[src/hdl/trm_pkg.sv]
`timescale 1ns / 1ps

package trm_pkg;

    // Averaging ring
    localparam int AVG_DEPTH  = 5;
    localparam int RING_IDX_W = (AVG_DEPTH > 1) ? $clog2(AVG_DEPTH) : 1;
    localparam int SUM_W      = 16 + $clog2(AVG_DEPTH + 1);

    // Divide by AVG_DEPTH as a multiply by the rounded-up reciprocal; four extra
    // bits of scale keep the quotient exact over the whole sum range
    localparam int AVG_SH      = SUM_W + 4;
    localparam int AVG_RECIP_W = AVG_SH + 1;
    localparam logic [AVG_RECIP_W-1:0] AVG_RECIP =
        AVG_RECIP_W'((2 ** AVG_SH + AVG_DEPTH - 1) / AVG_DEPTH);

    // 60000 taps/min scaled to Q8.8
    localparam int          RATE_NUM_W  = 24;
    localparam logic [23:0] RATE_NUM_Q8 = 24'd15360000;

    // Shared divider
    localparam int DIV_W     = 32;
    localparam int DIV_CNT_W = 5;

    // Configuration port
    localparam int PADDR_W = 5;

    localparam logic [2:0] REG_TH_HIGH    = 3'd0;
    localparam logic [2:0] REG_TH_LOW     = 3'd1;
    localparam logic [2:0] REG_MIN_GAP    = 3'd2;
    localparam logic [2:0] REG_FADE_START = 3'd3;
    localparam logic [2:0] REG_FADE_END   = 3'd4;
    localparam logic [2:0] REG_RATE_CAP   = 3'd5;

    localparam logic signed [15:0] TH_HIGH_RST    = 16'sd32767;
    localparam logic signed [15:0] TH_LOW_RST     = -16'sd32768;
    localparam logic [15:0]        MIN_GAP_RST    = 16'd250;
    localparam logic [15:0]        FADE_START_RST = 16'd3000;
    localparam logic [15:0]        FADE_END_RST   = 16'd5000;
    localparam logic [7:0]         RATE_CAP_RST   = 8'd200;

    typedef struct packed {
        logic signed [15:0] sample;
        logic [31:0]        now_ms;
    } item_t;

    typedef struct packed {
        logic [7:0] taps_per_minute;
        logic       tap_seen;
    } result_t;

    typedef enum logic [3:0] {
        S_IDLE,
        S_CHECK,
        S_RATE_DIV,
        S_SUM,
        S_AVG,
        S_FADE,
        S_FADE_MUL,
        S_FADE_DIV,
        S_DONE
    } state_t;

endpackage

[src/hdl/tap_rate_meter.sv]
`timescale 1ns / 1ps

// Channel   Direction  Handshake              Payload
// item      in         item_valid/item_stall  item (sample, now_ms)
// result    out        result_valid/result_stall result (taps_per_minute, tap_seen)
// config    in         APB psel/penable       paddr/pwdata/prdata, pready tied high
//
// One item at a time through a sequencer around one restoring divider (1 bit/cycle).
// No tap: CHECK, FADE and DONE, plus FADE_MUL and FADE_DIV (32 divider steps)
// when the fade division runs. Tap: adds RATE_DIV (24 steps, 60000/interval;
// none at zero interval), SUM over AVG_DEPTH entries, AVG by reciprocal multiply.
// Reset clears the control state and the ring at once; no clearing pass.
// A finished result waits in the output register; only the next item's
// delivery waits on result_stall.

module tap_rate_meter
    import trm_pkg::*;
(
    input  logic               clk,
    input  logic               rst_n,
    input  logic               item_valid,
    output logic               item_stall,
    input  item_t              item,
    output logic               result_valid,
    input  logic               result_stall,
    output result_t            result,
    input  logic               psel,
    input  logic               penable,
    input  logic               pwrite,
    input  logic [PADDR_W-1:0] paddr,
    input  logic [31:0]        pwdata,
    output logic [31:0]        prdata,
    output logic               pready
);

    // Configuration registers
    logic signed [15:0] th_high_reg;
    logic signed [15:0] th_low_reg;
    logic [15:0]        min_gap_reg;
    logic [15:0]        fade_start_reg;
    logic [15:0]        fade_end_reg;
    logic [7:0]         rate_cap_reg;

    // Control and state
    state_t                state_reg, state_next;
    logic [15:0]           ring_reg [AVG_DEPTH];
    logic [15:0]           ring_next [AVG_DEPTH];
    logic [RING_IDX_W-1:0] ring_idx_reg, ring_idx_next;
    logic                  blocked_reg, blocked_next;
    logic [31:0]           last_tap_reg, last_tap_next;
    logic [15:0]           held_reg, held_next;
    logic                  result_valid_reg, result_valid_next;

    // Working registers
    logic signed [15:0]    sample_reg, sample_next;
    logic [31:0]           now_reg, now_next;
    logic                  tap_reg, tap_next;
    logic [15:0]           rate_reg, rate_next;
    logic [31:0]           prod_reg, prod_next;
    logic [SUM_W-1:0]      sum_reg, sum_next;
    logic [RING_IDX_W-1:0] sum_cnt_reg, sum_cnt_next;
    result_t               result_reg, result_next;

    // Divider
    logic [DIV_W-1:0]     div_rem_reg, div_rem_next;
    logic [DIV_W-1:0]     div_dvd_reg, div_dvd_next;
    logic [DIV_W-1:0]     div_dsr_reg, div_dsr_next;
    logic [DIV_W-1:0]     div_q_reg, div_q_next;
    logic [DIV_CNT_W-1:0] div_cnt_reg, div_cnt_next;

    logic [DIV_W:0]        div_trial;
    logic                  div_qbit;
    logic [DIV_W-1:0]      div_rem_step;
    logic [DIV_W-1:0]      div_q_final;
    logic                  div_done;

    logic                  cfg_wr;
    logic [31:0]           elapsed_c;
    logic                  tap_c;
    logic [31:0]           idle_c;
    logic [15:0]           fade_diff_c;
    logic [31:0]           prod_c;
    logic [SUM_W-1:0]      sum_acc_c;
    logic [RING_IDX_W-1:0] ring_idx_inc;
    logic [15:0]           entry_c;
    logic [15:0]           cap_q_c;
    logic [SUM_W+AVG_RECIP_W-1:0] avg_prod_c;
    logic [15:0]           avg_c;

    // ---------------- configuration port ----------------
    assign pready = 1'b1;
    assign cfg_wr = psel & penable & pwrite;

    always_ff @(posedge clk or negedge rst_n)
    begin
        if (!rst_n)
        begin
            th_high_reg    <= TH_HIGH_RST;
            th_low_reg     <= TH_LOW_RST;
            min_gap_reg    <= MIN_GAP_RST;
            fade_start_reg <= FADE_START_RST;
            fade_end_reg   <= FADE_END_RST;
            rate_cap_reg   <= RATE_CAP_RST;
        end
        else if (cfg_wr)
        begin
            case (paddr[4:2])
                REG_TH_HIGH:    th_high_reg    <= pwdata[15:0];
                REG_TH_LOW:     th_low_reg     <= pwdata[15:0];
                REG_MIN_GAP:    min_gap_reg    <= pwdata[15:0];
                REG_FADE_START: fade_start_reg <= pwdata[15:0];
                REG_FADE_END:   fade_end_reg   <= pwdata[15:0];
                REG_RATE_CAP:   rate_cap_reg   <= pwdata[7:0];
                default:        ;
            endcase
        end
    end

    always_comb
    begin
        case (paddr[4:2])
            REG_TH_HIGH:    prdata = {16'b0, th_high_reg};
            REG_TH_LOW:     prdata = {16'b0, th_low_reg};
            REG_MIN_GAP:    prdata = {16'b0, min_gap_reg};
            REG_FADE_START: prdata = {16'b0, fade_start_reg};
            REG_FADE_END:   prdata = {16'b0, fade_end_reg};
            REG_RATE_CAP:   prdata = {24'b0, rate_cap_reg};
            default:        prdata = 32'b0;
        endcase
    end

    // ---------------- datapath helpers ----------------
    assign item_stall   = (state_reg != S_IDLE);
    assign result_valid = result_valid_reg;
    assign result       = result_reg;

    // restoring division step, one quotient bit per cycle
    assign div_trial    = {div_rem_reg, div_dvd_reg[DIV_W-1]} - {1'b0, div_dsr_reg};
    assign div_qbit     = ~div_trial[DIV_W];
    assign div_rem_step = div_qbit ? div_trial[DIV_W-1:0]
                                   : {div_rem_reg[DIV_W-2:0], div_dvd_reg[DIV_W-1]};
    assign div_q_final  = {div_q_reg[DIV_W-2:0], div_qbit};
    assign div_done     = (div_cnt_reg == '0);

    assign elapsed_c = now_reg - last_tap_reg;
    assign tap_c     = (sample_reg >= th_high_reg) && !blocked_reg
                       && (elapsed_c >= {16'b0, min_gap_reg});
    assign idle_c    = now_reg - last_tap_reg;

    // only used when idle < fade_end, so idle fits 16 bits
    assign fade_diff_c = fade_end_reg - idle_c[15:0];
    assign prod_c      = held_reg * fade_diff_c;

    assign sum_acc_c    = sum_reg + SUM_W'(ring_reg[sum_cnt_reg]);
    assign ring_idx_inc = (ring_idx_reg == RING_IDX_W'(AVG_DEPTH - 1))
                          ? '0 : ring_idx_reg + 1'b1;
    assign entry_c      = (div_q_final > 32'h0000_FFFF) ? 16'hFFFF : div_q_final[15:0];
    assign cap_q_c      = {rate_cap_reg, 8'b0};

    // integer part of the ring sum, back in Q8.8, divided by AVG_DEPTH
    assign avg_prod_c = {sum_reg[SUM_W-1:8], 8'b0} * AVG_RECIP;
    assign avg_c      = avg_prod_c[AVG_SH +: 16];

    // ---------------- sequencer ----------------
    always_comb
    begin
        state_next        = state_reg;
        ring_next         = ring_reg;
        ring_idx_next     = ring_idx_reg;
        blocked_next      = blocked_reg;
        last_tap_next     = last_tap_reg;
        held_next         = held_reg;
        result_valid_next = result_valid_reg;
        sample_next       = sample_reg;
        now_next          = now_reg;
        tap_next          = tap_reg;
        rate_next         = rate_reg;
        prod_next         = prod_reg;
        sum_next          = sum_reg;
        sum_cnt_next      = sum_cnt_reg;
        result_next       = result_reg;
        div_rem_next      = div_rem_reg;
        div_dvd_next      = div_dvd_reg;
        div_dsr_next      = div_dsr_reg;
        div_q_next        = div_q_reg;
        div_cnt_next      = div_cnt_reg;

        if (result_valid_reg && !result_stall)
        begin
            result_valid_next = 1'b0;
        end

        case (state_reg)
            S_IDLE:
            begin
                if (item_valid)
                begin
                    sample_next = item.sample;
                    now_next    = item.now_ms;
                    state_next  = S_CHECK;
                end
            end

            S_CHECK:
            begin
                tap_next = tap_c;
                // tap check first, rearm second: one sample may do both
                if (sample_reg <= th_low_reg)
                begin
                    blocked_next = 1'b0;
                end
                else if (tap_c)
                begin
                    blocked_next = 1'b1;
                end

                if (tap_c)
                begin
                    last_tap_next = now_reg;
                    if (elapsed_c == 32'b0)
                    begin
                        // zero interval saturates the entry
                        ring_next[ring_idx_reg] = 16'hFFFF;
                        ring_idx_next = ring_idx_inc;
                        sum_next      = '0;
                        sum_cnt_next  = '0;
                        state_next    = S_SUM;
                    end
                    else
                    begin
                        div_rem_next = '0;
                        div_q_next   = '0;
                        div_dvd_next = {RATE_NUM_Q8, {(DIV_W - RATE_NUM_W){1'b0}}};
                        div_dsr_next = elapsed_c;
                        div_cnt_next = DIV_CNT_W'(RATE_NUM_W - 1);
                        state_next   = S_RATE_DIV;
                    end
                end
                else
                begin
                    state_next = S_FADE;
                end
            end

            S_RATE_DIV:
            begin
                div_rem_next = div_rem_step;
                div_q_next   = div_q_final;
                div_dvd_next = {div_dvd_reg[DIV_W-2:0], 1'b0};
                div_cnt_next = div_cnt_reg - 1'b1;
                if (div_done)
                begin
                    ring_next[ring_idx_reg] = entry_c;
                    ring_idx_next = ring_idx_inc;
                    sum_next      = '0;
                    sum_cnt_next  = '0;
                    state_next    = S_SUM;
                end
            end

            S_SUM:
            begin
                sum_next     = sum_acc_c;
                sum_cnt_next = sum_cnt_reg + 1'b1;
                if (sum_cnt_reg == RING_IDX_W'(AVG_DEPTH - 1))
                begin
                    state_next = S_AVG;
                end
            end

            S_AVG:
            begin
                // only the integer part of the sum is averaged
                if (avg_c >= cap_q_c)
                begin
                    held_next = cap_q_c;
                end
                else
                begin
                    held_next = avg_c;
                end
                state_next = S_FADE;
            end

            S_FADE:
            begin
                if (idle_c >= {16'b0, fade_start_reg})
                begin
                    if (idle_c >= {16'b0, fade_end_reg})
                    begin
                        rate_next  = '0;
                        held_next  = '0;
                        ring_next  = '{default: '0};
                        state_next = S_DONE;
                    end
                    else
                    begin
                        prod_next  = prod_c;
                        state_next = S_FADE_MUL;
                    end
                end
                else
                begin
                    rate_next  = held_reg;
                    state_next = S_DONE;
                end
            end

            S_FADE_MUL:
            begin
                // fade_end > fade_start here, so the divisor is nonzero
                div_rem_next = '0;
                div_q_next   = '0;
                div_dvd_next = prod_reg;
                div_dsr_next = {16'b0, fade_end_reg - fade_start_reg};
                div_cnt_next = DIV_CNT_W'(DIV_W - 1);
                state_next   = S_FADE_DIV;
            end

            S_FADE_DIV:
            begin
                div_rem_next = div_rem_step;
                div_q_next   = div_q_final;
                div_dvd_next = {div_dvd_reg[DIV_W-2:0], 1'b0};
                div_cnt_next = div_cnt_reg - 1'b1;
                if (div_done)
                begin
                    rate_next = div_q_final[15:0];
                    if (div_q_final[15:8] == 8'b0)
                    begin
                        held_next = '0;
                        ring_next = '{default: '0};
                    end
                    state_next = S_DONE;
                end
            end

            S_DONE:
            begin
                if (!result_valid_reg || !result_stall)
                begin
                    result_next.taps_per_minute = rate_reg[15:8];
                    result_next.tap_seen        = tap_reg;
                    result_valid_next           = 1'b1;
                    state_next                  = S_IDLE;
                end
            end

            default:
            begin
                state_next = S_IDLE;
            end
        endcase
    end

    always_ff @(posedge clk or negedge rst_n)
    begin
        if (!rst_n)
        begin
            state_reg        <= S_IDLE;
            ring_reg         <= '{default: '0};
            ring_idx_reg     <= '0;
            blocked_reg      <= 1'b0;
            last_tap_reg     <= '0;
            held_reg         <= '0;
            result_valid_reg <= 1'b0;
        end
        else
        begin
            state_reg        <= state_next;
            ring_reg         <= ring_next;
            ring_idx_reg     <= ring_idx_next;
            blocked_reg      <= blocked_next;
            last_tap_reg     <= last_tap_next;
            held_reg         <= held_next;
            result_valid_reg <= result_valid_next;
        end
    end

    always_ff @(posedge clk)
    begin
        sample_reg  <= sample_next;
        now_reg     <= now_next;
        tap_reg     <= tap_next;
        rate_reg    <= rate_next;
        prod_reg    <= prod_next;
        sum_reg     <= sum_next;
        sum_cnt_reg <= sum_cnt_next;
        result_reg  <= result_next;
        div_rem_reg <= div_rem_next;
        div_dvd_reg <= div_dvd_next;
        div_dsr_reg <= div_dsr_next;
        div_q_reg   <= div_q_next;
        div_cnt_reg <= div_cnt_next;
    end

endmodule

[config.mk]
export PLATFORM = sky130hd
export DESIGN_NAME = tap_rate_meter
export DESIGN_NICKNAME = d
export VERILOG_FILES = /design/src/hdl/trm_pkg.sv /design/src/hdl/tap_rate_meter.sv
export SDC_FILE = /design/constraint.sdc
export NUM_CORES = 2
export LEC_CHECK = 0
export ABC_AREA = 1
export BUFFER_PORTS_ARGS = -buffer_cell sky130_fd_sc_hd__buf_4
export CAP_MARGIN = 25
export CORE_MARGIN = 2
export CORE_UTILIZATION = 45
export DETAILED_ROUTE_END_ITERATION = 8
export PLACE_DENSITY = 0.6
export SKIP_CTS_REPAIR_TIMING = 1
export SKIP_LAST_GASP = 1
export SLEW_MARGIN = 30
export SYNTH_ARGS = -nofsm -noshare
export SYNTH_HDL_FRONTEND = slang
export SYNTH_SLANG_ARGS = --single-unit
[constraint.sdc]
create_clock -name clk -period 13.2 [get_ports clk]
set_input_delay 1.32 -clock clk [delete_from_list [all_inputs] [get_ports clk]]
set_output_delay 1.32 -clock clk [all_outputs]
set_load 0.03 [all_outputs]
Word level (Yosys, flattened, before mapping):

Cells that the tools add are included.
W data, S select, Z words.

* flip-flop bits (word level): 485
* bits of input ports: 92
* output and inout bits: 44
* logic and storage cells: 194

* $add $sub $neg: 8
* multiply operators: 2
* $lt $le $gt $ge: 10
* equality and inequality tests: 27
* multiplexer cells: 67
* bitwise operators: 7
* reduce and logical (&&, ||, !) cells: 42

Operator list (number)
* $mux W80: 7
* $pmux W80 S4: 1
* $mux W32: 7
* $pmux W32 S3: 2
* $mux W16: 11
* $ge A32 B16 Y1: 3
* $pmux W16 S6: 1
* $pmux W31 S3: 1
* $bwmux W80: 1
* $or A80 B80 Y80: 1
* $pmux W32 S2: 1
* $mux W19: 3
* $pmux W19 S3: 1
* $bmux W16 S3: 1
* $demux W16 S3: 1
* $pmux W16 S3: 1
* $pmux W4 S9: 1
* $sub A33 B32 Y33: 1
* $ge A16 B16 Y1: 2
* $gt A32 B16 Y1 const B: 1
* $logic_not A32 Y1: 1
* $mul A16 B16 Y32: 1
* $mux W4: 8
* $pmux W16 S2: 1
* other kinds (43): 104

Longest topological paths before layout:

* word-level depth: 9
* depth in mapped cells: 45

Least setup slack after synthesis:

OpenSTA, ideal clock, no wires.

* kind: flip-flop to flip-flop
* start: reg now_reg[2]
* end: reg prod_reg[30], data pin
* library setup time: 262 ps
* data arrival time: 8232 ps
* setup slack: 4706 ps
* stages on the path, launching flop included: 38
* clock period less this slack: 8494 ps
* cell sequence: edfxtp_1 ha_1 or2_2 and2_1 xnor2_1 inv_1 ha_1 nand2_1 o21ai_0 inv_1 o21ai_0 inv_1 o21ai_0 inv_1 o21bai_1 nand3_1 nand2_1 nand2_1 (+2 left out) nor2_1 fa_1 fa_1 fa_1 fa_1 fa_1 inv_1 fa_1 inv_1 ha_1 nand2_1 nor4_1 nand4_1 nand3_1 nand2_1 o211ai_1 a21oi_1 xor2_1

* word-level cells in the longest chain between the ends: 3

Ends and longest elaborated chain
* start, declared: RTL line tap_rate_meter.sv:56 `logic [31:0] now_reg, now_next;`
* start signal, assigned: RTL line tap_rate_meter.sv:383 `now_reg <= now_next;`
* $sub A32 B32 Y32: RTL line tap_rate_meter.sv:148 `assign idle_c = now_reg - last_tap_reg;`
* $sub A16 B16 Y16: RTL line tap_rate_meter.sv:151 `assign fade_diff_c = fade_end_reg - idle_c[15:0];`
* $mul A16 B16 Y32: RTL line tap_rate_meter.sv:152 `assign prod_c = held_reg * fade_diff_c;`
* net prod_c[30]: RTL line tap_rate_meter.sv:82 `logic [31:0] prod_c;`
* end signal, assigned: RTL line tap_rate_meter.sv:386 `prod_reg <= prod_next;`
* end, declared: RTL line tap_rate_meter.sv:59 `logic [31:0] prod_reg, prod_next;`

The timed path passes the listed nets, and every way through them passes these cells.
A chain may end at the register's enable or synchronous reset.

Final worst setup path:

Same ends and word-level chain as after synthesis.

==> flow_metrics.py <==
metrics = {
    "yosys": {
        "synth_area_per_cell_um2": 7.835,
        "netlist_area_mm2": 0.04084,
        "yosysWarnings": 0,
        "synth-main-ff-cell": "edfxtp_1",
        "yosys.cell_types.count": 51,
        "async_reset_ff_frac": 0.4717,
        "synth-edff-count": 252,
        "synthTopCellsByArea": "edfxtp_1 (19%), nand2_1 (12%), fa_1 (12%)",
        "seq_area_frac_synth": 0.3243,
        "yosysTopAreaCell": "edfxtp_1",
        "ys_seq_elements": 477,
        "synth_top_cell_area_share": 0.1853,
        "netlist_instances": 5212,
    },
    "global_route": {
        "grt_usage": 0.2421,
        "grt_max_degree": 96,
        "antenna_found_initial": 4,
        "grt_first_pass_wirelength_um": 180600,
        "grt_pass1_vias": 33220,
        "overflow": 0,
    },
    "timing": {
        "setup_viol": 0,
        "period_needed_ns": 9.942,
        "hold_ws_ns": 0.4187,
        "maxSlewHeadroom": 0.3502,
        "worst_pin_slew_ns": 0.9747,
        "fin_tns_setup_ns": 0,
        "timing.fmax_mhz": 100.6,
        "finalCritPeriodShare": 0.7532,
        "rsz0062_at_grt": "no",
        "finalMaxSlewViolations": 0,
        "final-hold-violation-count": 0,
        "worst_slack_ns": 3.258,
        "fin_skew_ns": 0.03131,
    },
    "placed_design": {
        "pre_cts_ws_ns": 3.288,
        "dpl.hpwl_um": 84110,
        "gp_congestion": 0.9274,
        "port_buffers": 100,
    },
    "route": {
        "vias_per_cell": 5.261,
        "wl_per_cell_um": 17.30,
        "vias": 34000,
        "drt_iter0_markers": 2688,
        "wl_um": 111800,
        "dr.pass1.iters": 5,
        "drc": 0,
        "ant_nets": 0,
    },
    "job": {
        "maxCapViolations": 0,
    },
    "critical_path": {
        "start_kind": "flop",
        "path_class": "flop to flop",
        "critPathArrivalTime_ns": 10.31,
        "critPathCaptureType": "flop",
        "cp_max_fo": 9,
        "cp.buffers_inverters": 7,
        "cp_data_required_time_ns": 13.57,
        "reg2reg_depth": 35,
        "critPathMaxStageDelay_ns": 0.56,
        "path_delay_family": "adder cells",
        "critical_path.slowest_cell": "fa_1",
        "r2r_end": "prod_reg[30]$_DFFE_PP_",
        "rr_startpoint": "now_reg[2]$_DFFE_PP_",
        "reg2reg_slack_ns": 3.26,
    },
    "layout": {
        "fin_nets": 5935,
        "synthToLayoutAreaGrowth_pct": 9.311,
        "drive_gt1_frac": 0.06262,
        "diodes": 0,
        "fin_util": 0.4959,
        "largest_reg_flops": 80,
    },
    "floorplanning": {
        "start_util": 0.4537,
        "die_height_um": 305.2,
        "num_rows": 110,
        "ios": 136,
        "die_x_um": 305.2,
        "core_mm2": 0.09001,
        "die_area_mm2": 0.09317,
    },
    "worst_hold_path": {
        "hp-class": "flop to flop",
        "holdCritStartpoint": "rate_reg[9]$_DFFE_PP_",
        "holdPathStages": 0,
        "holdPathEnd": "result[2]$_DFFE_PP_",
    },
    "clock_network": {
        "htree_levels": 2,
        "cts_tree": "built",
        "cts.sink_count": 477,
        "clkTransAtPathRegs_ns": 0.06,
        "clockBufferDepth": 3,
        "cts_root_buf": "clkbuf_16",
        "clock_latency_ns": 0.65,
        "numCtsBuffers": 54,
    },
    "status": {
        "outcome": "finished, final reports clean",
    },
}
[cells in the final DEF (no fill, tap or decap), types with 40 or more instances in the layout]
cell type / n
clkbuf_16: 56
fa_1: 237
xnor2_1: 46
nand3_1: 292
nor2_1: 436
xor2_1: 54
dfrtp_1: 188
inv_1: 842
buf_4: 126
ha_1: 366
edfxtp_1: 252
nand2_1: 1317
a21oi_1: 293
nand4_1: 40
o21ai_0: 323
or2_2: 43
[cell usage after synthesis, types with 7 or more instances]
| master | n |
|---|---|
| a31oi_1 | 30 |
| xnor2_1 | 46 |
| ha_1 | 366 |
| edfxtp_1 | 252 |
| nor4_1 | 11 |
| a22oi_1 | 9 |
| o221ai_1 | 17 |
| fa_1 | 237 |
| or2_2 | 43 |
| dfrtp_1 | 188 |
| a21oi_1 | 296 |
| o22ai_1 | 21 |
| o211ai_1 | 8 |
| o21bai_1 | 17 |
| xor2_1 | 54 |
| a221oi_1 | 10 |
| buf_4 | 17 |
| clkbuf_1 | 135 |
| and2_1 | 7 |
| nand4_1 | 40 |
| buf_2 | 19 |
| nor2_1 | 443 |
| nand3_1 | 292 |
| nand3b_1 | 7 |
| a22o_1 | 25 |
| inv_1 | 846 |
| clkinv_1 | 9 |
| o21a_1 | 13 |
| dfstp_2 | 37 |
| o21ai_0 | 323 |
| nand2_1 | 1324 |
| nor3_1 | 30 |
[kinds of logic after synthesis]
| family | synth area share |
|---|---|
| other | 0.0001839 |
| AND/OR/NAND/NOR | 0.2194 |
| XOR/XNOR | 0.02145 |
| adder cells (fa/ha/maj) | 0.2283 |
| buffers and inverters | 0.09691 |
| AO/OA/AOI/OAI | 0.1094 |
| flip-flops | 0.3243 |
[per-layer routing]
metal	up-vias	share of wire	global-route usage
li1	16830	-	-
met1	16080	0.47	0.3433
met2	919	0.44	0.3819
met3	167	0.061	0.04063
met4	2	0.026	0.06816
met5	-	0.00012	0
[worst max path at each step]
stage | slack, ns | endpoint | depth (start not counted) | from
after global routing | 2.77 | prod_reg[30]$_DFFE_PP_ | 35 | now_reg[2]$_DFFE_PP_
after global placement | 3.36 | prod_reg[30]$_DFFE_PP_ | 35 | now_reg[2]$_DFFE_PP_
after detailed placement | 3.29 | prod_reg[30]$_DFFE_PP_ | 35 | now_reg[2]$_DFFE_PP_
final | 3.26 | prod_reg[30]$_DFFE_PP_ | 35 | now_reg[2]$_DFFE_PP_
after CTS | 3.23 | prod_reg[30]$_DFFE_PP_ | 35 | now_reg[2]$_DFFE_PP_
after floorplan | 4.71 | prod_reg[30]$_DFFE_PP_ | 37 | now_reg[2]$_DFFE_PP_
[cell type report]
class	instances	area [µm²]
inverters	855	3209
well taps	1176	1471
clock buffers	76	1577
multi-input cells	3719	23800
fillers	8797	45370
clock inverters	26	256.5
repair buffers	133	1077
flip-flops and latches	477	13240
[per-stage QoR]
stage	std cells	cell area (µm²)
2_1_floorplan	5227	40890
3_3_place_gp	6357	42690
3_5_place_dp	6360	42780
4_1_cts	6462	44610
5_1_grt	6462	44640
6_report	6462	44640
Power is left out: the tool's default activity adds up to more than one toggle a clock period on the data nets, which glitch-free logic cannot reach.
